`config.mk`:
```
export PLATFORM = sky130hd
export DESIGN_NAME = mbc_ctrl
export DESIGN_NICKNAME = d
export VERILOG_FILES = /design/src/rtl/mbc_pkg.sv /design/src/rtl/mbc_ctrl.sv
export SDC_FILE = /design/constraint.sdc
export NUM_CORES = 1
export LEC_CHECK = 0
export ABC_AREA = 1
export BUFFER_PORTS_ARGS = -buffer_cell sky130_fd_sc_hd__buf_2
export CAP_MARGIN = 30
export CORE_AREA = 2 2 39 41
export CTS_CLUSTER_DIAMETER = 200
export DETAILED_ROUTE_END_ITERATION = 6
export DIE_AREA = 0 0 41 43
export GPL_TIMING_DRIVEN = 0
export PLACE_DENSITY_LB_ADDON = 0.25
export SYNTH_ARGS = -nofsm -noshare
export SYNTH_HDL_FRONTEND = slang
export SYNTH_SLANG_ARGS = --single-unit
```
`constraint.sdc`:
```
create_clock -name clock -period 1.19 [get_ports clock]
set_input_delay 0.238 -clock clock [delete_from_list [all_inputs] [get_ports clock]]
set_output_delay 0.238 -clock clock [all_outputs]
set_load 0.005 [all_outputs]
```
`src/rtl/mbc_pkg.sv`:
```
// Package for the mask boundary centroid block: widths, codes, state type and
// the command and status structs between controller and datapath.
// Used by every module of the block; depends on nothing.
`timescale 1ns / 1ps

package mbc_pkg;

   // Default line and frame limits.
   localparam int MAX_WIDTH_DEF  = 4096;
   localparam int MAX_HEIGHT_DEF = 4096;

   // Fixed field widths.
   localparam int CFG_DIM_W  = 13;
   localparam int ORIGIN_W   = 16;
   localparam int POS_W      = 17;
   localparam int RED_W      = 8;
   localparam int CSR_IDX_W  = 2;
   localparam int CSR_DATA_W = 16;

   // Result payload: is_boundary, pos_x, pos_y, center_valid, center_x, center_y.
   localparam int RSP_FIELDS_W = 1 + POS_W + POS_W + 1 + POS_W + POS_W;
   localparam int RSP_DATA_W   = ((RSP_FIELDS_W + 7) / 8) * 8;
   localparam int RSP_PAD_W    = RSP_DATA_W - RSP_FIELDS_W;
   localparam int REQ_DATA_W   = RED_W;

   // Configuration register indexes.
   typedef enum logic [CSR_IDX_W-1:0] {
      CSR_IMAGE_WIDTH  = 2'd0,
      CSR_IMAGE_HEIGHT = 2'd1,
      CSR_ORIGIN_X     = 2'd2,
      CSR_ORIGIN_Y     = 2'd3
   } csr_index_type;

   // Controller states.
   typedef enum logic [2:0] {
      ST_IDLE,
      ST_EVAL,
      ST_DIV_LOAD,
      ST_DIV_WAIT,
      ST_OUT
   } state_type;

   // Commands from the controller to the datapath.
   typedef struct packed {
      logic accept;
      logic eval;
      logic div_start;
      logic out_load;
   } mbc_cmd_type;

   // Status from the datapath to the controller.
   typedef struct packed {
      logic has_result;
      logic frame_end;
      logic div_busy;
      logic out_free;
   } mbc_status_type;

endpackage

```
`src/rtl/mbc_ctrl.sv`:
```
// Controller state machine for the mask boundary centroid block.
// Depends on mbc_pkg for the state type and the command and status structs.
`timescale 1ns / 1ps

module mbc_ctrl
   import mbc_pkg::*;
(
   input  logic           clock,
   input  logic           reset,
   input  logic           req_tvalid,
   output logic           req_tready,
   input  mbc_status_type status,
   output mbc_cmd_type    cmd
);

   state_type state_ff, state_in;

   // Next state.
   always_comb begin
      state_in = state_ff;
      unique case (state_ff)
         ST_IDLE: begin
            if (req_tvalid) state_in = ST_EVAL;
         end
         ST_EVAL: begin
            priority if (!status.has_result) state_in = ST_IDLE;
            else if (status.frame_end)       state_in = ST_DIV_LOAD;
            else                             state_in = ST_OUT;
         end
         ST_DIV_LOAD: begin
            state_in = ST_DIV_WAIT;
         end
         ST_DIV_WAIT: begin
            if (!status.div_busy) state_in = ST_OUT;
         end
         ST_OUT: begin
            if (status.out_free) state_in = ST_IDLE;
         end
         default: state_in = ST_IDLE;
      endcase
   end

   always_ff @(posedge clock) begin
      if (reset) begin
         state_ff <= ST_IDLE;
      end else begin
         state_ff <= state_in;
      end
   end

   // Outputs.
   always_comb begin
      req_tready    = 1'b0;
      cmd           = '0;
      unique case (state_ff)
         ST_IDLE: begin
            req_tready = 1'b1;
            cmd.accept = req_tvalid;
         end
         ST_EVAL: begin
            cmd.eval = 1'b1;
         end
         ST_DIV_LOAD: begin
            cmd.div_start = 1'b1;
         end
         ST_DIV_WAIT: begin
         end
         ST_OUT: begin
            cmd.out_load = status.out_free;
         end
         default: begin
         end
      endcase
   end

endmodule

```
Word level (Yosys, flattened, before mapping) --
Index checks and enable logic that the tools add are counted. Widths: inputs -> output; s select.
Storage, ports and cells: register bits 3, bits in latches 0, bits in writable memories 0, ROM bits 0, input bits 7, logic and storage cells 21, memories kept 0
Cells by class: add/sub/neg operators 0, multipliers 0, divide/modulo/power cells 0, order comparisons 0, eq/ne operators 7, shift-type cells 0, multiplexer cells 11, bitwise operators 0, reductions and logical operators 2
Operator list (count):
- $mux 3 | 5
- $pmux 3 s5 | 1
- $eq 3x2->1 const B | 2
- $ne 2x2->1 const B | 3
- $mux 1 | 5
- $eq 3x1->1 const B | 1
- $eq 3x3->1 const B | 1
- $logic_not 3->1 | 1
- $reduce_and 3->1 | 1

Depth between registers and ports, before layout --
Gate-level depths: netlist of the first run.
depth after elaboration 3, mapped depth 6

Worst setup path before layout of the first run --
No wires, ideal clock.
path kind register to output, start point reg state_ff[2], end point out cmd[0] (netlist bit), arrival time 0.751 ns, setup slack 0.201 ns, cell stages (with the launch flop) 3, cells stage by stage dfxtp_1 > inv_2 > nor4_1
RTL lines:
- start: declaration | line mbc_ctrl.sv:16 | state_type state_ff, state_in;
- start signal: assignment | line mbc_ctrl.sv:47 | state_ff <= state_in;
- end: declaration | line mbc_ctrl.sv:13 | output mbc_cmd_type cmd

==> results by group, run 1 <==
Run status
  • Outcome: complete, but fails checks
  • Failing checks: setup timing

GRT
  • First-pass GRT wire length: 855 um
  • Gr usage total: 0.0752
  • Antenna violations before repair: 0
  • Pin count of the biggest net entering global routing: 8
  • Grt ovf: 0
  • Vias in the first global route: 215

Worst hold path
  • Worst Hold Class: input pin to flop
  • Hold_sp: reset

Timing
  • Clock skew: 0.00154 ns
  • PnR worst setup slack: -0.0510 ns
  • RSZ-0062 raised after global routing: yes
  • Hold Fails Final Rpt: 0
  • Worst-margin pin slew: 0.178 ns
  • Max-slew violations: 0
  • Final min period: 1.24 ns
  • Hold_ws: 0.265 ns
  • Worst rel slew slack: 0.880
  • Max Freq: 806 MHz
  • Final setup violation count: 3
  • Final period util: 1.04

Critical path
  • Crit path arrival time: 1.00 ns
  • Cell family with most CP delay: flip-flops
  • Max incr delay on CP: 0.35 ns
  • CP Capture Type: output pin
  • CP Buf/Inv Count: 1
  • Kind of critical path: flop to output pin
  • Worst R2R Start: state_ff[0]$_SDFFE_PP0P_
  • Worst-path fanout max: 4
  • CP Launch Type: flop
  • CP max stage cell: dfxtp_2
  • CP startpoint: state_ff[0]$_SDFFE_PP0P_
  • CP Data Required Time: 0.95 ns
  • Crit-path cells: nor2_4, nand2_1, nor2_1, buf_2

Route
  • Drt first pass iters: 4
  • Routed Antenna Nets: 0
  • Routed len/inst: 7.40 um
  • Via density per instance: 3.75
  • DRT iter0 DRCs: 3
  • Drt drc: 0
  • Routed WL: 533 um
  • Via count: 270

Synthesis
  • Cell taking the most area after synthesis: dfxtp_1
  • Syn Inst Count: 39
  • Synth Net Count: 46
  • FF+latch count, synth: 3
  • Post-synthesis sequential area ratio: 0.246
  • Cell area after synthesis: 244 um2
  • Synth warnings: 0
  • Synth top area share: 0.246
  • Avg Cell Area, Syn: 6.26 um2
  • Main area contributors after synthesis: dfxtp_1, nor2_1, nand3_1, inv_1, nand3_2
  • Synth cell types: 12

Job
  • Total of max-cap violations: 0

Pwr
  • P per Cell Area: 1340 mW/mm2
  • Lkg Pwr: 0.227 nW
  • VDD IR max: 0.579 mV
  • Tot Pwr: 518 uW

Cells and area
  • Footprint of the multi-input gates: 154 um2
  • Filler cells: 153
  • Area grow syn2layout: 57.9%
  • Diode count: 0
  • Layout cells sized above 1: 0.482
  • Max reg flops: 3
  • Non-filler cells, final: 72
  • Top reg by flops: state_ff
  • Nets: 64
  • Commonest non-fill, non-tap cells in the layout: buf_2, nor2_1, inv_1, nand3_1, nand2_1
  • Commonest non-fill, non-tap cell in the layout: buf_2
  • Top flop regs: state_ff x3
  • Register Area: 68.8 um2
  • Finished Cell Area: 385 um2

Clock network
  • Clock sinks: 3
  • CTS tree: done
  • Worst-path clk slew: 0.04 ns
  • Clock Latency Late Sink: 0.23 ns
  • Clock Tree Root: clkbuf_4
  • Clock Tree Buf Depth: 2
  • H-Tree Depth: 1
  • CTS Buf Count: 3

Placement
  • Post-DP HPWL: 404 um
  • DP Cell Count: 66
  • IO buf count: 11
  • RePlAce Congestion: 0.718
  • Area of placed instances: 319 um2

Floorplan
  • Die width: 41 um
  • Rows: 14
  • Initial Util: 0.176
  • Core box area: 0.00138 mm2
  • Die Y: 43 um
  • Ports: 12
  • Die area: 0.00176 mm2
-- worst min-delay path, cell delays in order --
cell and delay [ns]:
buf_2 0.08, inv_1 0.05, nand2_1 0.06, inv_1 0.03
-- routing by layer --
layer	vias up	routed length (um)	GRT usage
met3	0	38	0.0628
met1	108	288	0.102
met2	7	205	0.0781
li1	155	-	-
met5	-	0	0
met4	0	0	0.0400
-- Yosys cell counts --
cell type  instances
buf_6              1
dfxtp_1            3
inv_1              8
inv_2              1
nand2_1            5
nand3_1            6
nand3_2            2
nand4_1            1
nand4_2            1
nor2_1             9
nor2_4             1
nor4_1             1
-- what timing repair did --
| action | in CTS | in global routing |
|---|---|---|
| setup endpoints to repair | 5 | 5 |
| pin swaps | 1 | 3 |
| buffers inserted | 2 | 1 |
| endpoints found under the hold margin | 0 | 0 |
| hold buffers | 0 | 0 |
| resized for setup | 5 | 5 |
-- metrics by stage --
step / setup WS (ns) / utilization / TNS [ns]
final: -0.0510 / 0.278 / -0.0851
after global routing: -0.131 / 0.278 / -0.379
after CTS: -0.0852 / 0.270 / -0.250
after detailed placement: 0.0327 / 0.231 / 0
after global placement: 0.0712 / 0.231 / 0
after floorplan: 0.201 / - / 0
-- cells by family after synthesis --
kind of cell / count (synthesis) / share of synthesized area
flip-flops: 3 / 0.246
AND/OR/NAND/NOR: 26 / 0.569
buffers and inverters: 10 / 0.185
-- worst paths after layout --
path	endpoint	slack, ns	cells after the start
setup / recovery	cmd[3]	-0.05	4
hold / removal	state_ff[1]$_SDFFE_PP0P_	0.27	4
setup reg to reg	state_ff[2]$_SDFFE_PP0P_	0.17	6
hold reg to reg	state_ff[1]$_SDFFE_PP0P_	0.64	4
-- power breakdown --
group	switching [mW]	total, mW	internal [mW]	leakage [nW]
Sequential	0.0308	0.150	0.119	0.0264
Clock	0.0481	0.173	0.125	0.0150
Combinational	0.0992	0.195	0.0954	0.186
Total	0.178	0.518	0.340	0.227
-- area by class of cell --
class                           count  share of cell area
Timing Repair Buffer               14               0.201
Clock buffer                        4              0.0682
Multi-Input combinational cell     26               0.399
Sequential cell                     3               0.179
Tap cell                           16              0.0519
Inverter                            9               0.101
(Power assumes the default switching activity.)
==> inputs of run 2 (changes only) <==
==> constraint.sdc (replaced) <==
create_clock -name clock -period 1.19 [get_ports clock]
set_input_delay 0.0595 -clock clock [delete_from_list [all_inputs] [get_ports clock]]
set_output_delay 0.0595 -clock clock [all_outputs]
set_load 0.005 [all_outputs]
==> results by group, run 2 (same netlist as run 1, synthesis figures left out) <==
Route
  • Drt first pass iters: 4 (unchanged)
  • Via count: 260 (-3.7%)
  • Via density per instance: 3.71 (-0.95%)
  • DRT iter0 DRCs: 6 (+3)
  • Drt drc: 0 (unchanged)
  • Routed WL: 510 um (-4.3%)
  • Routed Antenna Nets: 0 (unchanged)
  • Routed len/inst: 7.29 um (-1.6%)

Timing
  • Hold_ws: 0.0870 ns (-0.178 ns)
  • Final period util: 0.925 (-0.118)
  • RSZ-0062 raised after global routing: no
  • Hold Fails Final Rpt: 0 (unchanged)
  • Clock skew: 0.000601 ns (-0.000934 ns)
  • PnR worst setup slack: 0.0896 ns (+0.141 ns)
  • Final setup violation count: 0 (-3)
  • Worst rel slew slack: 0.873 (-0.00763)
  • Worst-margin pin slew: 0.190 ns (+0.0112 ns)
  • Setup TNS Final: 0 ns (+0.0851 ns)
  • Max-slew violations: 0 (unchanged)
  • Max Freq: 909 MHz (+13%)
  • Final min period: 1.10 ns (-0.141 ns)

Cells and area
  • Commonest non-fill, non-tap cell in the layout: buf_2
  • Nets: 62 (-3.1%)
  • Diode count: 0 (unchanged)
  • Area grow syn2layout: 46.2%
  • Max reg flops: 3 (unchanged)
  • Commonest non-fill, non-tap cells in the layout: buf_2, nor2_1, inv_1, nand3_1, nand2_1
  • Filler cells: 157 (+2.6%)
  • Top reg by flops: state_ff
  • Top flop regs: state_ff x3
  • Finished Cell Area: 357 um2 (-7.5%)
  • Layout cells sized above 1: 0.426 (-0.0562)
  • Final core utilization: 0.258 (-0.0208)
  • Non-filler cells, final: 70 (-2.8%)

Run status
  • Outcome: finished, final reports clean

Placement
  • Pre-CTS WS: 0.183 ns (+0.150 ns)
  • DP Cell Count: 66 (unchanged)
  • RePlAce Congestion: 0.718 (unchanged)
  • Area of placed instances: 319 um2 (unchanged)
  • IO buf count: 11 (unchanged)
  • Post-DP HPWL: 404 um (unchanged)

GRT
  • Gr usage total: 0.0681 (-0.00701)
  • Antenna violations before repair: 0 (unchanged)
  • Pin count of the biggest net entering global routing: 9 (+1)
  • Grt ovf: 0 (unchanged)
  • Vias in the first global route: 198 (-7.9%)
  • First-pass GRT wire length: 765 um (-11%)

Critical path
  • CP Buf/Inv Count: 2 (+1)
  • CP startpoint: state_ff[0]$_SDFFE_PP0P_
  • CP Data Required Time: 1.13 ns (+0.18 ns)
  • Crit path arrival time: 1.04 ns (+0.04 ns)
  • Crit-path cells: buf_6, nor2_4, nand2_1, nor2_1, buf_2
  • CP Capture Type: output pin
  • Max incr delay on CP: 0.30 ns (-0.05 ns)
  • Worst-path fanout max: 8 (+4)
  • Kind of critical path: flop to output pin
  • Cell family with most CP delay: flip-flops
  • CP max stage cell: dfxtp_1
  • CP Launch Type: flop
  • Worst R2R Start: state_ff[0]$_SDFFE_PP0P_

Clock network
  • CTS Buf Count: 3 (unchanged)
  • CTS tree: done
  • Clock sinks: 3 (unchanged)
  • H-Tree Depth: 1 (unchanged)
  • Hold_buf cts: 0 (unchanged)
  • Clock Tree Root: clkbuf_4
  • Clock Latency Late Sink: 0.23 ns (about the same)
  • Worst-path clk slew: 0.04 ns (about the same)
  • Clock Tree Buf Depth: 2 (unchanged)

Pwr
  • Lkg Pwr: 0.214 nW (-5.5%)
  • P per Cell Area: 1380 mW/mm2 (+2.9%)
  • Tot Pwr: 493 uW (-4.8%)
  • VDD IR max: 0.534 mV (-7.9%)

Worst hold path
  • Hold_sp: reset
  • Worst Hold Class: input pin to flop

Floorplan
  • Core box area: 0.00138 mm2 (unchanged)
  • Die Y: 43 um (unchanged)
  • Die width: 41 um (unchanged)
  • Initial Util: 0.176 (unchanged)
  • Die area: 0.00176 mm2 (unchanged)
  • Ports: 12 (unchanged)
  • Rows: 14 (unchanged)

Job
  • Total of max-cap violations: 0 (unchanged)
==> run 2: worst paths after layout <==
path,endpoint,slack (ns),depth (start not counted)
worst max-delay path,cmd[3],0.09,5
worst min-delay path,state_ff[1]$_SDFFE_PP0P_,0.09,4
worst max register to register,state_ff[2]$_SDFFE_PP0P_,0.27,6
worst min register to register,state_ff[0]$_SDFFE_PP0P_,0.61,3
==> run 2: cell type report <==
| class | instances | area (um2) | area share |
|---|---|---|---|
| plain buffers | 1 | 11.3 | 0.0316 |
| clock buffers | 4 | 26.3 | 0.0737 |
| inverters | 9 | 33.8 | 0.0947 |
| multi-input cells | 26 | 145 | 0.407 |
| flip-flops and latches | 3 | 65.1 | 0.182 |
| well taps | 16 | 20.0 | 0.0561 |
| repair buffers | 11 | 55.1 | 0.154 |
==> run 2: layer usage <==
layer / vias to the layer above / track usage / wire length [um]
li1: 153 / - / -
met1: 100 / 0.0895 / 279
met2: 7 / 0.0688 / 191
met3: 0 / 0.0628 / 38
met4: 0 / 0.0400 / 0
met5: - / 0 / 0
==> run 2: worst reg2reg max path, cell delays in order (launching register included) <==
cell,delay (ns)
dfxtp_1,0.31
buf_6,0.13
nor2_1,0.04
nand3_1,0.10
nand3_2,0.09
nor2_1,0.09
nor2_1,0.04
==> run 2: timing repair <==
action | 4_1_cts | 5_1_grt
endpoints found under the setup margin | 1 | 3
resized for setup | 1 | 3
buffers inserted | 0 | 0
==> run 2: where the power goes <==
group | internal (mW) | switching (mW) | total (mW)
sequential | 0.118 | 0.0179 | 0.136
clock | 0.125 | 0.0492 | 0.175
combinational | 0.0827 | 0.0997 | 0.182
total | 0.326 | 0.167 | 0.493
